## src/hdl/pmct_pkg.sv

```systemverilog
// Shared types and constants for the PS/2 mouse cursor tracker.
// No dependencies; imported by every module of the block.
package pmct_pkg;

  typedef logic [11:0] coord_t;  // clamped cursor coordinate
  typedef logic [9:0]  delta_t;  // scaled movement magnitude
  typedef logic [12:0] size_t;   // screen size in pixels

  localparam int unsigned CfgIdxW = 8;
  localparam int unsigned CfgDataW = 13;

  localparam logic [CfgIdxW-1:0] CFG_SCREEN_WIDTH  = 8'd0;
  localparam logic [CfgIdxW-1:0] CFG_SCREEN_HEIGHT = 8'd1;
  localparam logic [CfgIdxW-1:0] CFG_GRAPHICS_MODE = 8'd2;
  localparam logic [CfgIdxW-1:0] CFG_MOVE_INTERVAL = 8'd3;

  localparam size_t      RST_SCREEN_WIDTH  = 13'd640;
  localparam size_t      RST_SCREEN_HEIGHT = 13'd480;
  localparam logic       RST_GRAPHICS_MODE = 1'b1;
  localparam logic [7:0] RST_MOVE_INTERVAL = 8'd10;

  localparam coord_t RST_POS_X = coord_t'(RST_SCREEN_WIDTH >> 1);
  localparam coord_t RST_POS_Y = coord_t'(RST_SCREEN_HEIGHT >> 1);

  localparam size_t  CURSOR_MARGIN = 13'd16;
  localparam coord_t LIMIT_MAX     = 12'd4080;
  localparam coord_t EVENT_DX      = 12'd3;
  localparam coord_t EVENT_DY      = 12'd1;

  localparam int unsigned STATUS_LEFT  = 0;
  localparam int unsigned STATUS_XSIGN = 4;
  localparam int unsigned STATUS_YSIGN = 5;

  localparam logic EVT_CLICK = 1'b0;
  localparam logic EVT_MOVE  = 1'b1;

endpackage

```

## src/hdl/ps2_mouse_cursor_tracker.sv

```systemverilog
// Top level of the PS/2 mouse cursor tracker: config registers, cursor and
// button state, result register. Depends on pmct_pkg and pmct_axis.
//
// Takes one assembled three-byte PS/2 packet per transfer and returns one
// result per packet. A packet can be accepted on every clock cycle; its
// result appears in the output register on the cycle after acceptance and
// the input keeps accepting while that result waits, as long as the
// downstream side takes it in the same cycle. The whole cursor and button
// update is combinational logic between the packet input and the state and
// result registers. Configuration writes are taken every cycle and should
// only be issued while no packet is in flight.
module ps2_mouse_cursor_tracker (
  input  logic                           clk_i,
  input  logic                           rst_ni,
  // packet input
  input  logic                           s_tvalid_i,
  output logic                           s_tready_o,
  input  logic [23:0]                    s_tdata_i,  // status_byte, x_byte, y_byte
  // result output
  output logic                           m_tvalid_o,
  input  logic                           m_tready_i,
  output logic [47:0]                    m_tdata_o,  // cursor_x, cursor_y, event_x, event_y
  output logic [1:0]                     m_tuser_o,  // event_valid, event_kind
  // configuration writes
  input  logic                           cfg_valid_i,
  output logic                           cfg_ready_o,
  input  logic [pmct_pkg::CfgIdxW-1:0]   cfg_index_i,
  input  logic [pmct_pkg::CfgDataW-1:0]  cfg_data_i
);
  import pmct_pkg::*;

  size_t      screen_width_q, screen_height_q;
  logic       graphics_mode_q;
  logic [7:0] move_interval_q;

  coord_t     pos_x_q, pos_y_q, pos_x_d, pos_y_d;
  logic       held_q, held_d;
  logic [7:0] count_q, count_d, count_inc;

  logic       out_valid_q;
  coord_t     cur_x_q, cur_y_q, evt_x_q, evt_y_q;
  logic       evt_valid_q, evt_kind_q;
  logic       evt_valid_d, evt_kind_d;

  logic [7:0] status_b, x_b, y_b, x_mag, y_mag;
  logic       x_neg, y_neg, left;
  delta_t     x_del, y_del;
  logic       accept;

  assign cfg_ready_o = 1'b1;
  assign s_tready_o  = !out_valid_q || m_tready_i;
  assign accept      = s_tvalid_i && s_tready_o;

  assign status_b = s_tdata_i[7:0];
  assign x_b      = s_tdata_i[15:8];
  assign y_b      = s_tdata_i[23:16];
  assign left     = status_b[STATUS_LEFT];
  assign x_neg    = status_b[STATUS_XSIGN];
  assign y_neg    = status_b[STATUS_YSIGN];
  assign x_mag    = x_neg ? 8'(-x_b) : x_b;
  assign y_mag    = y_neg ? 8'(-y_b) : y_b;
  assign x_del    = {x_mag, 2'b00};
  assign y_del    = {2'b00, y_mag} + {1'b0, y_mag, 1'b0};

  pmct_axis u_axis_x (
    .pos_i   (pos_x_q),
    .delta_i (x_del),
    .sub_i   (x_neg),
    .size_i  (screen_width_q),
    .pos_o   (pos_x_d)
  );

  // screen y grows downward, so a positive mouse y moves the cursor up
  pmct_axis u_axis_y (
    .pos_i   (pos_y_q),
    .delta_i (y_del),
    .sub_i   (!y_neg),
    .size_i  (screen_height_q),
    .pos_o   (pos_y_d)
  );

  assign count_inc = count_q + 8'd1;

  always_comb begin
    held_d      = held_q;
    count_d     = count_q;
    evt_valid_d = 1'b0;
    evt_kind_d  = EVT_CLICK;
    if (graphics_mode_q) begin
      if (left) begin
        if (!held_q) begin
          held_d      = 1'b1;
          count_d     = '0;
          evt_valid_d = 1'b1;
        end else if (count_inc > move_interval_q) begin
          count_d     = '0;
          evt_valid_d = 1'b1;
          evt_kind_d  = EVT_MOVE;
        end else begin
          count_d = count_inc;
        end
      end else begin
        held_d = 1'b0;
      end
    end
  end

  always_ff @(posedge clk_i or negedge rst_ni) begin
    if (!rst_ni) begin
      screen_width_q  <= RST_SCREEN_WIDTH;
      screen_height_q <= RST_SCREEN_HEIGHT;
      graphics_mode_q <= RST_GRAPHICS_MODE;
      move_interval_q <= RST_MOVE_INTERVAL;
    end else if (cfg_valid_i) begin
      unique case (cfg_index_i)
        CFG_SCREEN_WIDTH:  screen_width_q  <= cfg_data_i;
        CFG_SCREEN_HEIGHT: screen_height_q <= cfg_data_i;
        CFG_GRAPHICS_MODE: graphics_mode_q <= cfg_data_i[0];
        CFG_MOVE_INTERVAL: move_interval_q <= cfg_data_i[7:0];
        default: ;
      endcase
    end
  end

  always_ff @(posedge clk_i or negedge rst_ni) begin
    if (!rst_ni) begin
      pos_x_q     <= RST_POS_X;
      pos_y_q     <= RST_POS_Y;
      held_q      <= 1'b0;
      count_q     <= '0;
      out_valid_q <= 1'b0;
      evt_valid_q <= 1'b0;
    end else begin
      if (accept) begin
        pos_x_q     <= pos_x_d;
        pos_y_q     <= pos_y_d;
        held_q      <= held_d;
        count_q     <= count_d;
        evt_valid_q <= evt_valid_d;
        out_valid_q <= 1'b1;
      end else if (m_tready_i) begin
        out_valid_q <= 1'b0;
      end
    end
  end

  // result payload, event fields zero when there is no event
  always_ff @(posedge clk_i) begin
    if (accept) begin
      cur_x_q    <= pos_x_d;
      cur_y_q    <= pos_y_d;
      evt_kind_q <= evt_valid_d ? evt_kind_d : 1'b0;
      evt_x_q    <= evt_valid_d ? pos_x_d + EVENT_DX : '0;
      evt_y_q    <= evt_valid_d ? pos_y_d + EVENT_DY : '0;
    end
  end

  assign m_tvalid_o = out_valid_q;
  assign m_tdata_o  = {evt_y_q, evt_x_q, cur_y_q, cur_x_q};
  assign m_tuser_o  = {evt_kind_q, evt_valid_q};

endmodule

```

## src/hdl/pmct_axis.sv

```systemverilog
// One cursor axis: applies a scaled move, folds underflow to 1 and clamps
// to the screen limit. Depends on pmct_pkg.
module pmct_axis (
  input  pmct_pkg::coord_t pos_i,
  input  pmct_pkg::delta_t delta_i,
  input  logic             sub_i,
  input  pmct_pkg::size_t  size_i,
  output pmct_pkg::coord_t pos_o
);
  import pmct_pkg::*;

  logic [13:0] sum;
  size_t       lim_raw;
  coord_t      lim;
  logic [12:0] val;

  always_comb begin
    if (sub_i) begin
      sum = {2'b00, pos_i} - {4'b0000, delta_i};
    end else begin
      sum = {2'b00, pos_i} + {4'b0000, delta_i};
    end

    lim_raw = (size_i >= CURSOR_MARGIN) ? size_i - CURSOR_MARGIN : '0;
    lim = (lim_raw > {1'b0, LIMIT_MAX}) ? LIMIT_MAX : lim_raw[11:0];

    // negative result is the 14-bit underflow case
    val = sum[13] ? 13'd1 : sum[12:0];
    pos_o = (val > {1'b0, lim}) ? lim : val[11:0];
  end

endmodule

```

## config.mk

```make
export PLATFORM = sky130hd
export DESIGN_NAME = ps2_mouse_cursor_tracker
export DESIGN_NICKNAME = d
export VERILOG_FILES = /design/src/hdl/pmct_pkg.sv /design/src/hdl/ps2_mouse_cursor_tracker.sv /design/src/hdl/pmct_axis.sv
export SDC_FILE = /design/constraint.sdc
export NUM_CORES = 1
export LEC_CHECK = 0
export BUFFER_PORTS_ARGS = -buffer_cell sky130_fd_sc_hd__buf_2
export CAP_MARGIN = 20
export CORE_MARGIN = 3
export CORE_UTILIZATION = 50
export CTS_BUF_LIST = sky130_fd_sc_hd__clkbuf_4
export CTS_CLUSTER_SIZE = 28
export DETAILED_ROUTE_END_ITERATION = 10
export PLACE_DENSITY_LB_ADDON = 0.3
export SLEW_MARGIN = 25
export SYNTH_ARGS = -nofsm -noshare
export SYNTH_HDL_FRONTEND = slang
export SYNTH_SLANG_ARGS = --single-unit
```

## constraint.sdc

```tcl
create_clock -name clk_i -period 8.9 [get_ports clk_i]
set_clock_uncertainty 0.2 [all_clocks]
set_input_delay 0.89 -clock clk_i [delete_from_list [all_inputs] [get_ports clk_i]]
set_output_delay 0.89 -clock clk_i [all_outputs]
set_load 0.03 [all_outputs]
```

==> qor_table.md <==
| Step | Parameter | This run |
| --- | --- | --- |
| status | Run status | completed |
| cts | H-tree depth | 4 |
| placement | Number of port buffers | 96 |
| logic synthesis | Area share of the leading cell type in the synthesized netlist | 0.155 |
| layout | Area of the multi-input gates | 5760 µm² |
| logic synthesis | Average cell area after synthesis | 9.20 µm² |
| timing | Setup repair after global routing missed its margin | false |
| pwr | Worst vdd rail ir drop | 180 µV |
| die | Number of standard-cell rows in the floorplan | 49 |
| layout | Number of fill cells in the layout | 1657 |
| die | Width of the die | 144 µm |
| setup path | Register-to-register path setup slack | 3.08 ns |
| die | Initial Util | 0.518 |
| layout | Area Overhead vs Synth | 9.92% |
| timing | Max-slew headroom at the worst pin | 0.387 |
| placement | Half-perimeter wire length after detailed placement | 17.7 mm |
| cts | Root buffer selected by CTS | clkbuf_4 |
| cts | TritonCTS clock tree | yes |
| die | Die height | 144 µm |
| placement | Setup Slack @ Placement | 0.642 ns |
| die | Placeable Area | 18300 µm² |
| cts | Resized cells post-CTS | 0 |
| pwr | Comb pwr share | 0.664 |
| setup path | Endpoint of the lowest-slack register-to-register path | evt_y_q[10]$_SDFFCE_PN0P_ |
| route | Remaining antenna violation count | 0 |
| setup path | Crit Path Max Fanout | 33 |
| logic synthesis | Sequential cell area fraction in the yosys report | 0.341 |
| layout | # diodes | 0 |
| pwr | Switch share | 0.498 |
| timing | Max-slew violations | 0 |
| layout | Proportion of layout cells with a drive suffix above 1 | 0.210 |
| timing | Final critical path time including I/O delays and setup | 7.77 ns |
| setup path | Number of buffer and inverter instances along the worst setup path | 3 |
| timing | Slew of the pin with the lowest slew margin | 0.919 ns |
| placement | Routability cong. | 0.918 |
| timing | Endpoints failing setup | 0 |
| setup path | Worst r2r path cells | 19 |
| logic synthesis | Most used flip-flop cell after synthesis | dfrtp_1 |
| setup path | CP top delay family | compound AO/OA/AOI/OAI gates |
| logic synthesis | Number of enable flip-flop cells after synthesis | 49 |
| layout | Non-filler instance count after layout | 1363 |
| cts | Cts bufs inserted | 17 |
| logic synthesis | Number of flip-flops and latches in the synthesized netlist | 119 |
| global routing | Maximum number of pins on one net before global-route repair | 71 |
| pwr | Static Leakage | 0.00478 µW |
| die | Die outline area | 20700 µm² |
| route | Iteration-0 DRC Markers | 545 |
| route | Routed WL per cell | 16.8 µm |
| setup path | Required time at the worst-slack endpoint | 9.09 ns |
| die | Total I/O pin count | 103 |
| setup path | Start of the worst register-to-register path | pos_y_q[0]$_DFFE_PN0P_ |
| worst hold path | Count of cells along the worst hold path | 2 |
| cts | Clock-pin slew on the worst setup and hold paths | 0.09 ns |
| timing | F_max | 0.129 GHz |
| worst hold path | End point of the worst hold path | pos_x_q[8]$_DFFE_PN1P_ |
| route | Average vias per placed instance | 5.74 |
| timing | Final hold violations | 0 |
| logic synthesis | Cell type with the highest aggregate area in the netlist | edfxtp_1 |
| cts | TritonCTS sink count | 119 |
| timing | Final critical-path share of the clock period | 0.873 |
| pwr | Cell internal pwr | 1820 µW |
| layout | Area taken by flip-flops and latches | 3240 µm² |
| cts | Maximum count of clock buffers along a single path | 2 |
| logic synthesis | Fraction of registers with async set/reset | 0.588 |
| global routing | Number of antenna violations at the first check in global routing | 0 |
| pwr | Part of the total power dissipated in sequential elements | 0.228 |
| setup path | Kind of end point of the critical path | register |
| pwr | Net load switching power | 1800 µW |
| logic synthesis | Summed instance area of the synthesized netlist | 9500 µm² |
| cts | Number of hold buffers added after CTS | 0 |
| route | Total Routed Length | 23.0 mm |
| run | Maximum capacitance violations | 0 |
| worst hold path | Startpoint of the most critical hold path | pos_x_q[8]$_DFFE_PN1P_ |
| setup path | Type of element launching the critical path | input port |
| route | First-pass iteration count of the detailed router | 6 |
| cts | Skew-Pair Late Insertion Delay | 0.57 ns |
| setup path | Crit path kind | in2reg |
| layout | Most frequent standard cell in the layout excluding fill and tap cells | nand2_1 |
| pwr | Areal power density over the cells | 347 nW/µm² |
| setup path | Most Frequent Cell on Critical Path | a21oi_1 |
| global routing | Aggregate global-route resource usage | 0.227 |
| setup path | Biggest cell delay along the critical path | 0.56 ns |
| logic synthesis | Count of unique library cells instantiated by Yosys | 94 |
| placement | Number of cells after detailed placement | 1331 |
| layout | Highest-count cells in the layout ignoring fill and taps | nand2_1 (107), buf_2 (96), inv_1 (89), ha_1 (88), nor2_1 (72) |
| setup path | Slowest stage cell on the critical path | a2111oi_2 |
| global routing | Global-route wire length before repair | 37.4 mm |
| logic synthesis | Synth warnings | 0 |
| setup path | Worst endpoint data arrival time | 7.96 ns |
| layout | Net count reported at finish | 1264 |
| timing | Sum Neg Setup Slack | 0 ns |
| global routing | Vias in the first global route | 7473 |
| global routing | Total grt overflow | 0 |
| pwr | Relative contribution of the clock network to total power | 0.108 |
| timing | Min setup slack post-route | 1.13 ns |
| logic synthesis | Post-Synthesis Cells | 1032 |
| worst hold path | Kind of path behind the tightest hold check | reg2reg |
| cts | Setup Fix Bufs, Post-CTS | 0 |
| logic synthesis | Cell types occupying the most area after synthesis | edfxtp_1 (15%), dfrtp_1 (14%), ha_1 (12%) |
| route | Total vias in the final route | 7823 |
| logic synthesis | Syn_nets | 1175 |
| route | Count of unresolved DRC violations after routing | 0 |
## power groups by stage
stage | combinational, µW | sequential [µW] | clock, µW
2_1_floorplan | 1680 | 931 | 0
3_3_place_gp | 2330 | 829 | 0
3_5_place_dp | 2380 | 832 | 0
4_1_cts | 2390 | 823 | 403
5_1_grt | 2660 | 838 | 426
6_report | 2410 | 824 | 391
## worst max-delay path by stage
stage                       from                   endpoint  slack, ns  cells past startpoint
floorplan           s_tdata_i[5]  evt_y_q[10]$_SDFFCE_PN0P_       1.58                     30
global placement    s_tdata_i[5]  evt_y_q[10]$_SDFFCE_PN0P_       0.82                     31
detailed placement  s_tdata_i[5]  evt_y_q[10]$_SDFFCE_PN0P_       0.64                     27
CTS                 s_tdata_i[5]  evt_y_q[10]$_SDFFCE_PN0P_       1.19                     29
global route        s_tdata_i[5]  evt_y_q[10]$_SDFFCE_PN0P_       0.59                     30
finish              s_tdata_i[5]  evt_y_q[10]$_SDFFCE_PN0P_       1.13                     31
## Yosys cell counts, types with 12 or more instances
master and n:
mux2i_1 12, o21ai_0 53, and3_1 12, inv_1 89
nand2b_1 17, edfxtp_1 49, xnor2_1 33, clkbuf_1 14
ha_1 88, xor2_1 17, nand3_1 25, dfstp_2 15
o21a_1 13, mux2_2 40, nand2_1 108, nor2_1 72
a21oi_1 44, o31ai_1 14, nor2b_1 18, dfrtp_1 55
nor3_1 30
## layout make-up
type / count / area share
clock buffer: 20 / 0.0144
clock inverter: 12 / 0.0119
inverter: 92 / 0.0331
multi-input combinational: 788 / 0.552
sequential: 119 / 0.311
tap: 229 / 0.0274
timing repair buffer: 103 / 0.0511
## per-layer routing
layer,part of all wire,up-vias,global-route usage
met5,0,-,0
met4,0.014,0,0.0496
met3,0.056,26,0.0439
met2,0.45,205,0.360
met1,0.48,3714,0.324
li1,-,3878,-
## kinds of logic (layout without fill, tap and decap cells)
| group | Yosys count | after routing | synth area share |
|---|---|---|---|
| mux | 57 | 57 | 0.0693 |
| fa+ha+maj | 93 | 93 | 0.126 |
| other cells | 1 | 1 | 0.000395 |
| xor+xnor | 50 | 50 | 0.0461 |
| flops | 119 | 119 | 0.341 |
| buf+inv | 125 | 227 | 0.0544 |
| compound gates | 219 | 219 | 0.158 |
| simple gates | 368 | 368 | 0.204 |
## flip-flops by register name (all words and copies together), names as in the netlist
name	flops
graphics_mode_q	1
evt_valid_q	1
evt_x_q	12
move_interval_q	8
cur_x_q	12
count_q	8
evt_kind_q	1
pos_y_q	12
held_q	1
pos_x_q	12
screen_height_q	13
screen_width_q	13
m_tvalid_o	1
cur_y_q	12
evt_y_q	12
## through the flow
stage	cell area (µm²)	utilization	hold slack, ns	total power, µW
finish	10400	0.570	0.280	3620
global route	10400	0.570	0.279	3920
CTS	10400	0.569	0.282	3620
detailed placement	10200	0.554	0.271	3210
global placement	10200	0.554	0.258	3160
floorplan	9500	-	0.251	2620
## worst reg2reg max path: cells and delay by family, from the launching register on
kind	cells	cell delay, ns
AO/OA/AOI/OAI	7	1.67
AND/OR/NAND/NOR	6	1.66
adder cells (fa/ha/maj)	4	1.30
multiplexers	1	0.39
flip-flops	1	0.37
buffers and inverters	1	0.05
(Power assumes the default switching activity.)
